## src/rtl/gerd_pkg.sv

```systemverilog
// gerd_pkg: shared types and constants of the gamepad edge, repeat and dead zone unit.
// Holds the configuration word type, register indexes and reset values.
// Used by gerd_lane and gamepad_edge_repeat_deadzone_unit.
`timescale 1ns / 1ps

package gerd_pkg;

   localparam int NUM_BUTTONS = 32;
   localparam int MASK_WIDTH  = 32;
   localparam int CNT_WIDTH   = 9;

   localparam logic [MASK_WIDTH-1:0] BUTTON_MASK =
      (NUM_BUTTONS >= MASK_WIDTH) ? {MASK_WIDTH{1'b1}}
                                  : MASK_WIDTH'((64'd1 << NUM_BUTTONS) - 64'd1);

   typedef enum logic [1:0] {
      REG_HOLD_DELAY    = 2'd0,
      REG_REPEAT_PERIOD = 2'd1,
      REG_DEAD_ZONE     = 2'd2
   } reg_index_type;

   localparam logic [7:0] RESET_HOLD_DELAY    = 8'd30;
   localparam logic [7:0] RESET_REPEAT_PERIOD = 8'd6;
   localparam logic [7:0] RESET_DEAD_ZONE     = 8'd20;

   typedef struct packed {
      logic [7:0] hold_delay;
      logic [7:0] repeat_period;
      logic [7:0] dead_zone;
   } cfg_type;

endpackage

```

## src/rtl/gerd_lane.sv

```systemverilog
// gerd_lane: hold counter and auto-repeat decision of one button.
// Depends on gerd_pkg (cfg_type, CNT_WIDTH).
`timescale 1ns / 1ps

module gerd_lane (
   input  logic             clock,
   input  logic             reset,
   input  logic             advance,
   input  logic             held,
   input  gerd_pkg::cfg_type cfg,
   output logic             fire
);

   logic [gerd_pkg::CNT_WIDTH-1:0] cnt_ff;
   logic [gerd_pkg::CNT_WIDTH-1:0] cnt_in;
   logic [gerd_pkg::CNT_WIDTH:0]   count_next;
   logic [gerd_pkg::CNT_WIDTH:0]   delay_ext;
   logic [gerd_pkg::CNT_WIDTH:0]   past_delay;
   logic                           wrap;

   always_comb begin
      count_next = {1'b0, cnt_ff} + (gerd_pkg::CNT_WIDTH+1)'(1);
      delay_ext  = (gerd_pkg::CNT_WIDTH+1)'(cfg.hold_delay);
      past_delay = count_next - delay_ext;
      // a zero period behaves as one: past_delay is at least 1 here anyway
      wrap = (count_next > delay_ext) &&
             (past_delay >= (gerd_pkg::CNT_WIDTH+1)'(cfg.repeat_period));
      fire = 1'b0;
      cnt_in = '0;
      if (held) begin
         fire = wrap || (count_next == (gerd_pkg::CNT_WIDTH+1)'(1));
         cnt_in = wrap ? gerd_pkg::CNT_WIDTH'(cfg.hold_delay)
                       : count_next[gerd_pkg::CNT_WIDTH-1:0];
      end
   end

   always_ff @(posedge clock) begin
      if (reset) begin
         cnt_ff <= '0;
      end else if (advance) begin
         cnt_ff <= cnt_in;
      end
   end

endmodule

```

## src/rtl/gerd_stick.sv

```systemverilog
// gerd_stick: centers one stick sample and applies the dead zone.
// Stands alone; the top level feeds it the dead zone register.
`timescale 1ns / 1ps

module gerd_stick (
   input  logic        [7:0] raw,
   input  logic        [7:0] dead_zone,
   output logic signed [7:0] offset
);

   logic [7:0] centered;
   logic [7:0] magnitude;

   always_comb begin
      // raw - 128 in two's complement is a flip of the top bit
      centered  = raw ^ 8'h80;
      magnitude = centered[7] ? (~centered + 8'd1) : centered;
      offset    = (magnitude < dead_zone) ? 8'sd0 : $signed(centered);
   end

endmodule

```

## src/rtl/gamepad_edge_repeat_deadzone_unit.sv

```systemverilog
// gamepad_edge_repeat_deadzone_unit: button edges, hold, auto-repeat and stick dead zone.
// An accepted req word becomes the rsp word in the output register in the cycle after.
// One word per cycle when not stalled; button lanes and stick paths are combinational.
// Reset (synchronous): hold counters and previous mask cleared, registers back to
// delay 30, period 6, dead zone 20, output register empty.
// Depends on gerd_pkg, gerd_lane, gerd_stick.
`timescale 1ns / 1ps

module gamepad_edge_repeat_deadzone_unit (
   input  logic               clock,
   input  logic               reset,
   // request channel: one pad frame per word
   input  logic               req_valid,
   output logic               req_stall,
   input  logic        [31:0] req_buttons,
   input  logic        [7:0]  req_stick_x_raw,
   input  logic        [7:0]  req_stick_y_raw,
   // response channel: one decoded frame per word
   output logic               rsp_valid,
   input  logic               rsp_stall,
   output logic        [31:0] rsp_pressed_mask,
   output logic        [31:0] rsp_released_mask,
   output logic        [31:0] rsp_held_mask,
   output logic        [31:0] rsp_repeat_mask,
   output logic signed [7:0]  rsp_stick_x_offset,
   output logic signed [7:0]  rsp_stick_y_offset,
   // configuration write channel
   input  logic               csr_valid,
   output logic               csr_ready,
   input  logic        [1:0]  csr_index,
   input  logic        [7:0]  csr_data
);

   // ---------------------------------------------------------------
   // configuration registers
   // ---------------------------------------------------------------
   gerd_pkg::cfg_type cfg_ff;
   gerd_pkg::cfg_type cfg_in;

   assign csr_ready = 1'b1;

   always_comb begin
      cfg_in = cfg_ff;
      if (csr_valid) begin
         unique case (gerd_pkg::reg_index_type'(csr_index))
            gerd_pkg::REG_HOLD_DELAY:    cfg_in.hold_delay    = csr_data;
            gerd_pkg::REG_REPEAT_PERIOD: cfg_in.repeat_period = csr_data;
            gerd_pkg::REG_DEAD_ZONE:     cfg_in.dead_zone     = csr_data;
            default:                     cfg_in = cfg_ff; // drop writes past the list
         endcase
      end
   end

   always_ff @(posedge clock) begin
      if (reset) begin
         cfg_ff.hold_delay    <= gerd_pkg::RESET_HOLD_DELAY;
         cfg_ff.repeat_period <= gerd_pkg::RESET_REPEAT_PERIOD;
         cfg_ff.dead_zone     <= gerd_pkg::RESET_DEAD_ZONE;
      end else begin
         cfg_ff <= cfg_in;
      end
   end

   // ---------------------------------------------------------------
   // handshake: take a new word whenever the output register is empty
   // or being drained in this same cycle
   // ---------------------------------------------------------------
   logic rsp_valid_ff;
   logic accept;

   assign req_stall = rsp_valid_ff && rsp_stall;
   assign accept    = req_valid && !req_stall;
   assign rsp_valid = rsp_valid_ff;

   // ---------------------------------------------------------------
   // button lanes: one hold counter per button, all side by side
   // ---------------------------------------------------------------
   logic [31:0]                     cur_buttons;
   logic [gerd_pkg::NUM_BUTTONS-1:0] lane_fire;
   logic [31:0]                     repeat_in;

   // ignore buttons beyond the implemented count
   assign cur_buttons = req_buttons & gerd_pkg::BUTTON_MASK;

   for (genvar lane = 0; lane < gerd_pkg::NUM_BUTTONS; lane++) begin : g_lane
      gerd_lane u_lane (
         .clock   (clock),
         .reset   (reset),
         .advance (accept),
         .held    (cur_buttons[lane]),
         .cfg     (cfg_ff),
         .fire    (lane_fire[lane])
      );
   end

   // merge the lane decisions into one mask; unimplemented buttons read zero
   assign repeat_in = 32'(lane_fire);

   // ---------------------------------------------------------------
   // stick paths
   // ---------------------------------------------------------------
   logic signed [7:0] stick_x_in;
   logic signed [7:0] stick_y_in;

   gerd_stick u_stick_x (
      .raw       (req_stick_x_raw),
      .dead_zone (cfg_ff.dead_zone),
      .offset    (stick_x_in)
   );

   gerd_stick u_stick_y (
      .raw       (req_stick_y_raw),
      .dead_zone (cfg_ff.dead_zone),
      .offset    (stick_y_in)
   );

   // ---------------------------------------------------------------
   // edge detection against the previous frame, and the output register
   // ---------------------------------------------------------------
   logic [31:0]       prev_ff;
   logic [31:0]       pressed_ff;
   logic [31:0]       released_ff;
   logic [31:0]       held_ff;
   logic [31:0]       repeat_ff;
   logic signed [7:0] stick_x_ff;
   logic signed [7:0] stick_y_ff;

   always_ff @(posedge clock) begin
      if (reset) begin
         prev_ff      <= '0;
         rsp_valid_ff <= 1'b0;
      end else begin
         if (accept) begin
            prev_ff      <= cur_buttons;
            rsp_valid_ff <= 1'b1;
         end else if (!rsp_stall) begin
            rsp_valid_ff <= 1'b0;
         end
      end
   end

   // payload: load on accept, hold otherwise
   always_ff @(posedge clock) begin
      if (accept) begin
         pressed_ff  <= cur_buttons & ~prev_ff;
         released_ff <= ~cur_buttons & prev_ff;
         held_ff     <= cur_buttons;
         repeat_ff   <= repeat_in;
         stick_x_ff  <= stick_x_in;
         stick_y_ff  <= stick_y_in;
      end
   end

   assign rsp_pressed_mask   = pressed_ff;
   assign rsp_released_mask  = released_ff;
   assign rsp_held_mask      = held_ff;
   assign rsp_repeat_mask    = repeat_ff;
   assign rsp_stick_x_offset = stick_x_ff;
   assign rsp_stick_y_offset = stick_y_ff;

endmodule

```

## config.mk

```make
export PLATFORM = sky130hd
export DESIGN_NAME = gamepad_edge_repeat_deadzone_unit
export DESIGN_NICKNAME = d
export VERILOG_FILES = /design/src/rtl/gerd_pkg.sv /design/src/rtl/gerd_lane.sv /design/src/rtl/gerd_stick.sv /design/src/rtl/gamepad_edge_repeat_deadzone_unit.sv
export SDC_FILE = /design/constraint.sdc
export NUM_CORES = 2
export LEC_CHECK = 0
export ABC_CLOCK_PERIOD_IN_PS = 7800
export CAP_MARGIN = 5
export CORE_AREA = 2 2 295 355
export DETAILED_ROUTE_END_ITERATION = 16
export DIE_AREA = 0 0 297 357
export DONT_BUFFER_PORTS = 1
export GPL_ROUTABILITY_DRIVEN = 0
export GPL_TIMING_DRIVEN = 0
export PLACE_DENSITY_LB_ADDON = 0.1
export REMOVE_ABC_BUFFERS = 1
export SLEW_MARGIN = 0
export SYNTH_ARGS = -nofsm -noshare
export SYNTH_HDL_FRONTEND = slang
export SYNTH_HIERARCHICAL = 1
export SYNTH_SLANG_ARGS = --single-unit
```

## constraint.sdc

```tcl
create_clock -name clock -period 7.8 [get_ports clock]
set_input_delay 0.39 -clock clock [delete_from_list [all_inputs] [get_ports clock]]
set_output_delay 0.39 -clock clock [all_outputs]
set_load 0.03 [all_outputs]
```

## After elaboration in Yosys (flattened, before gate mapping)

Cells that the tools add are included.

| storage, ports and cells | value |
|---|---|
| flip-flop bits (word level) | 489 |
| input port bits | 63 |
| output and inout port bits | 147 |
| word-level logic and storage cells | 388 |

| cells by class | value |
|---|---|
| add/sub/neg operators | 66 |
| order comparisons | 66 |
| eq/ne operators | 35 |
| multiplexer cells | 68 |
| bitwise operators | 8 |
| reductions and logical operators | 71 |

Operators by type and width:

| kind | number |
|---|---|
| $mux 9 | 64 |
| $add 9x1->10 const B | 32 |
| $eq 10x1->1 const B | 32 |
| $ge 10x8->1 | 32 |
| $gt 10x8->1 | 32 |
| $sub 10x8->10 | 32 |
| $and 32x32->32 | 2 |
| $not 32->32 | 2 |
| $logic_and 1x1->1 | 34 |
| $logic_or 1x1->1 | 32 |
| $add 8x1->8 const B | 2 |
| $lt 8x8->1 | 2 |
| $mux 8 | 2 |
| $not 8->8 | 2 |
| $reduce_and 2->1 | 3 |
| $eq 2x1->1 const B | 1 |
| $eq 2x2->1 const B | 1 |
| $logic_not 2->1 | 1 |
| $mux 1 | 2 |
| $ne 2x1->1 const B | 1 |
| $not 1->1 | 2 |
| $logic_not 1->1 | 1 |

## Depth between registers and ports, before layout

| depth | value |
|---|---|
| depth after elaboration | 6 |
| depth in mapped cells | 19 |
| depth with buffers taken out | 18 |

## Cells and area by module

Netlist, hierarchy kept.

By module, submodules not included:

| module | times used | cells each | area each (um^2) | seq. area each (um^2) |
|---|---|---|---|---|
| gerd_lane at g_lane[18].u_lane ... | 16 | 180 | 1343.8 | 180.2 |
| gerd_lane at g_lane[0].u_lane ... | 14 | 179 | 1341.3 | 180.2 |
| gamepad_edge_repeat_deadzone_unit | 1 | 448 | 7244.4 | 5465.2 |
| gerd_lane at g_lane[17].u_lane ... | 2 | 179 | 1340.0 | 180.2 |
| gerd_stick | 2 | 55 | 357.8 | 0.0 |

## Worst setup path after synthesis

OpenSTA, ideal clock, no wires.

| timing path | value |
|---|---|
| path kind | register -> register |
| from | register cfg_ff[17] (netlist name) |
| to | register g_lane[18].u_lane/cnt_ff[3] (netlist name) |
| setup time | 0.117 ns |
| data arrival time | 5.658 ns |
| data required time | 7.683 ns |
| setup slack | 2.025 ns |
| cell stages (with the launch flop) | 17 |
| buffers on the path | 0 |
| clock period less this slack | 5.775 ns |
| cell sequence | dfxtp_1 > inv_1 > ha_1 > nand3b_1 > a21boi_0 > o21a_1 > nor2_1 > o21bai_1 > a21oi_1 > xnor2_1 > ha_1 > o21ai_0 > a21oi_1 > o22ai_1 > a221o_1 > or3_2 > a32o_1 |

| on the way | value |
|---|---|
| word-level cells in the longest chain between the ends | 5 |
| elaborated cells on any way between the ends | 6 |

Ends and longest elaborated chain:

| item | line | RTL |
|---|---|---|
| start, declared | gamepad_edge_repeat_deadzone_unit.sv:37 | `gerd_pkg::cfg_type cfg_ff;` |
| start signal, assigned | gamepad_edge_repeat_deadzone_unit.sv:60 | `cfg_ff <= cfg_in;` |
| $sub 10x8->10 | gerd_lane.sv:24 | `past_delay = count_next - delay_ext;` |
| $ge 10x8->1 | gerd_lane.sv:27 | `(past_delay >= (gerd_pkg::CNT_WIDTH+1)'(cfg.repeat_period));` |
| $logic_and 1x1->1 * | gerd_lane.sv:26 | `wrap = (count_next > delay_ext) &&` |
| $mux 9 * | gerd_lane.sv:32 | `cnt_in = wrap ? gerd_pkg::CNT_WIDTH'(cfg.hold_delay)` |
| $mux 9 * | gerd_lane.sv:30 | `if (held) begin` |
| end signal, assigned | gerd_lane.sv:41 | `cnt_ff <= cnt_in;` |
| end, declared | gerd_lane.sv:14 | `logic [gerd_pkg::CNT_WIDTH-1:0] cnt_ff;` |

Mark *: on every way between the ends. The rest lies on a longest branch, timed or not.
A chain may end at the register's enable or synchronous reset.

## Worst setup path in the final report

| timing path | value |
|---|---|
| from | register cfg_ff[18] (netlist name) |
| to | register repeat_ff[29] (netlist: rsp_repeat_mask[29]) (data pin) |

| on the way | value |
|---|---|
| word-level cells in the longest chain between the ends | 4 |
| elaborated cells on any way between the ends | 5 |

Ends and longest elaborated chain:

| item | line | RTL |
|---|---|---|
| $sub 10x8->10 | gerd_lane.sv:24 |  |
| $ge 10x8->1 | gerd_lane.sv:27 |  |
| $logic_and 1x1->1 * | gerd_lane.sv:26 |  |
| $logic_or 1x1->1 * | gerd_lane.sv:31 | `fire = wrap \|\| (count_next == (gerd_pkg::CNT_WIDTH+1)'(1));` |
| end signal, assigned | gamepad_edge_repeat_deadzone_unit.sv:148 | `repeat_ff <= repeat_in;` |
| end, declared | gamepad_edge_repeat_deadzone_unit.sv:124 | `logic [31:0] repeat_ff;` |

Marked as above.

==> results.json <==
{
  "vias": 45983,
  "cts_sinks": 489,
  "period_share_pct": 66.6,
  "clock_path_buffers": 3,
  "dpl.cell_count": 7602,
  "grt_pass1_vias": 43338,
  "final_cells": 7780,
  "max_slew_margin_pct": 29.5,
  "rr_endpoint": "rsp_repeat_mask[29]",
  "powerDensity_nw_per_um2": 124,
  "dieHeight_um": 357,
  "grt_pass1_wl_um": 228000,
  "end_kind": "register",
  "startpoint_type": "register",
  "report.final.hold_viol_count": 0,
  "track_usage_pct": 25.8,
  "ys_warn_count": 6,
  "synth_area_per_cell_um2": 8.08,
  "clk_latency_ps": 670,
  "crit_family": "compound AO/OA/AOI/OAI gates",
  "wire_per_inst_um": 18.2,
  "fillers": 9754,
  "worstPathRequired_ps": 8130,
  "dieWidth_um": 297,
  "r2r_start": "cfg_ff[18]",
  "core_um2": 103000,
  "final_cell_mix": "inv_1 (728), ha_1 (592), nand2_1 (516)",
  "leakagePower_nw": 23.7,
  "ys_types": 68,
  "initial_core_util_pct": 49.6,
  "cts_tree": "done",
  "slew_violations": 0,
  "ant_nets": 0,
  "hp-start": "csr_valid",
  "design.die.area_um2": 106000,
  "reg2regPathDepth": 17,
  "synthArstFlopShare_pct": 0,
  "port_buffers": 0,
  "clk_pin_slew_ps": 60,
  "overflow": 0,
  "hold_buffers": 67,
  "status": "finished, final reports clean",
  "antenna_found_initial": 1,
  "synthSimpleGateAreaFrac_pct": 25.4,
  "maxCapViolCount": 0,
  "worst_slew_pin_slew_ps": 1040,
  "rows": 129,
  "cts_htree_levels": 2,
  "holdPathStages": 2,
  "period_needed_ps": 5190,
  "drc": 0,
  "finalSetupViolations": 0,
  "max_freq_mhz": 193,
  "worstSetupPathType": "register to register",
  "layout_commonest_cell": "inv_1",
  "clockRootBuffer": "clkbuf_16",
  "drive_above_1_share_pct": 7.03,
  "critical_path_buf_inv_count": 2,
  "holdPathEnd": "cfg_ff[5]",
  "rsz0062_at_grt": "false",
  "io_pins": 210,
  "final_net_count": 7041,
  "area_delta_synth_final_pct": 8.30,
  "grt_max_degree": 234,
  "crit_chain": "inv_1 -> ha_1 -> a21oi_1 -> a21boi_0 -> o21a_1 -> nor2_1 -> o21bai_1 -> a21oi_1 -> xnor2_1 -> ha_1 -> a211oi_1 -> nand2_1 -> o22a_1 -> a211oi_1 -> buf_2 -> or2_2 -> a21boi_0",
  "ys_seq_area_share_pct": 22.1,
  "netlist_area_um2": 50900,
  "post_cts_resized": 0,
  "min_path_type": "input port to register",
  "max_stage_delay_ps": 930,
  "path_depth": 17,
  "arrival_ps": 5520,
  "wirelength_um": 142000,
  "vdd_drop_max_uv": 199,
  "place_hpwl_um": 93800,
  "post-cts-setup-buffer-count": 0,
  "rrSetupSlack_ps": 2610,
  "worstPathMaxFanout": 33,
  "synth-adder-area-share_pct": 15.8,
  "synth_top_family_by_area": "simple AND/OR/NAND/NOR gates",
  "avgViaCountPerCell": 5.91,
  "synth_edf_count": 144,
  "synth_xor_area_share_pct": 5.68,
  "ys_ff_latch": 489,
  "dr.first_iter.drc_count": 2755,
  "synth_compound_area_share_pct": 21.9,
  "finalClockSkew_ps": 29.4,
  "synthMuxAreaShare_pct": 1.77,
  "synth_ff_type": "dfxtp_1",
  "syn_inst": 6302,
  "power_mw": 6.85,
  "drt_first_pass_iters": 8,
  "slowest_stage": "dfxtp_4",
  "cts_buffers": 58
}
## worst max path at each step
| stage | slack [ps] | start | endpoint |
|---|---|---|---|
| finish | 2610 | cfg_ff[18] | rsp_repeat_mask[29] |
| global placement | -10820 | rsp_valid | g_lane[19].u_lane/cnt_ff[3] |
| floorplan | -3400 | rsp_valid | g_lane[18].u_lane/cnt_ff[3] |
| CTS | 2640 | cfg_ff[18] | rsp_repeat_mask[29] |
| detailed placement | 2680 | cfg_ff[18] | rsp_repeat_mask[29] |
| global route | 2220 | g_lane[29].u_lane/cnt_ff[0] | rsp_repeat_mask[29] |
## report_power, final
part / internal, mW / switching, mW
combinational: 0.404 / 0.597
clock: 1.68 / 1.25
sequential: 2.72 / 0.199
## layer usage
layer / global-route usage, % / up-vias / wire length (um)
met5: 0 / - / 0
met4: 6.72 / 0 / 3360
met3: 2.81 / 193 / 5880
met2: 45.3 / 895 / 67500
met1: 33.6 / 21840 / 64900
li1: - / 23055 / -
## final cells by class
type	count	area [um2]	area share, %
clock buffers	68	1540	2.80
well taps	1375	1720	3.12
inverters	728	2730	4.96
diodes	2	5.00	0.00908
multi-input cells	4968	36000	65.3
repair buffers	109	1430	2.60
clock inverters	41	453	0.821
flip-flops and latches	489	11300	20.4
## through the flow
step | setup TNS (ps) | area [um2] | hold slack, ps | util [%] | worst slack, ps
finish | 0 | 55100 | 43.8 | 53.7 | 2610
global route | 0 | 55100 | 16.1 | 53.7 | 2220
CTS | 0 | 55100 | 1.29 | 53.7 | 2640
detailed placement | 0 | 52400 | 471 | 51.1 | 2680
global placement | -4230670 | 51600 | 467 | 50.3 | -10820
floorplan | -1255860 | 49900 | 457 | - | -3400
## flip-flops by register name, indices dropped and copies added, names as in the netlist
| signal | count |
|---|---|
| rsp_repeat_mask | 32 |
| rsp_held_mask | 32 |
| rsp_stick_x_offset | 8 |
| g_lane.u_lane/cnt_ff | 288 |
| cfg_ff | 24 |
| rsp_released_mask | 32 |
| rsp_stick_y_offset | 8 |
| prev_ff | 32 |
| rsp_pressed_mask | 32 |
| rsp_valid | 1 |
## synth_stat cells, types with 88 or more instances
| master | number | area [um2] |
|---|---|---|
| nor3_1 | 118 | 591 |
| o211ai_1 | 208 | 1560 |
| nor2b_1 | 166 | 1040 |
| nand3_1 | 272 | 1360 |
| inv_1 | 728 | 2730 |
| nand2b_1 | 185 | 1160 |
| o21ai_0 | 163 | 816 |
| dfxtp_1 | 345 | 6910 |
| edfxtp_1 | 144 | 4320 |
| xnor2_1 | 308 | 2700 |
| ha_1 | 592 | 7410 |
| mux2i_1 | 88 | 881 |
| nor2_1 | 461 | 1730 |
| and3_1 | 176 | 1100 |
| nand2_1 | 516 | 1940 |
| a21oi_1 | 201 | 1010 |
| a21o_1 | 96 | 721 |
## kinds of logic after synthesis
family,count (synthesis)
fa+ha+maj,624
mux,90
xor+xnor,330
simple gates,2429
compound gates,1494
flops,489
other cells,1
buf+inv,845
No activity file was read; power rests on OpenSTA's default activity.
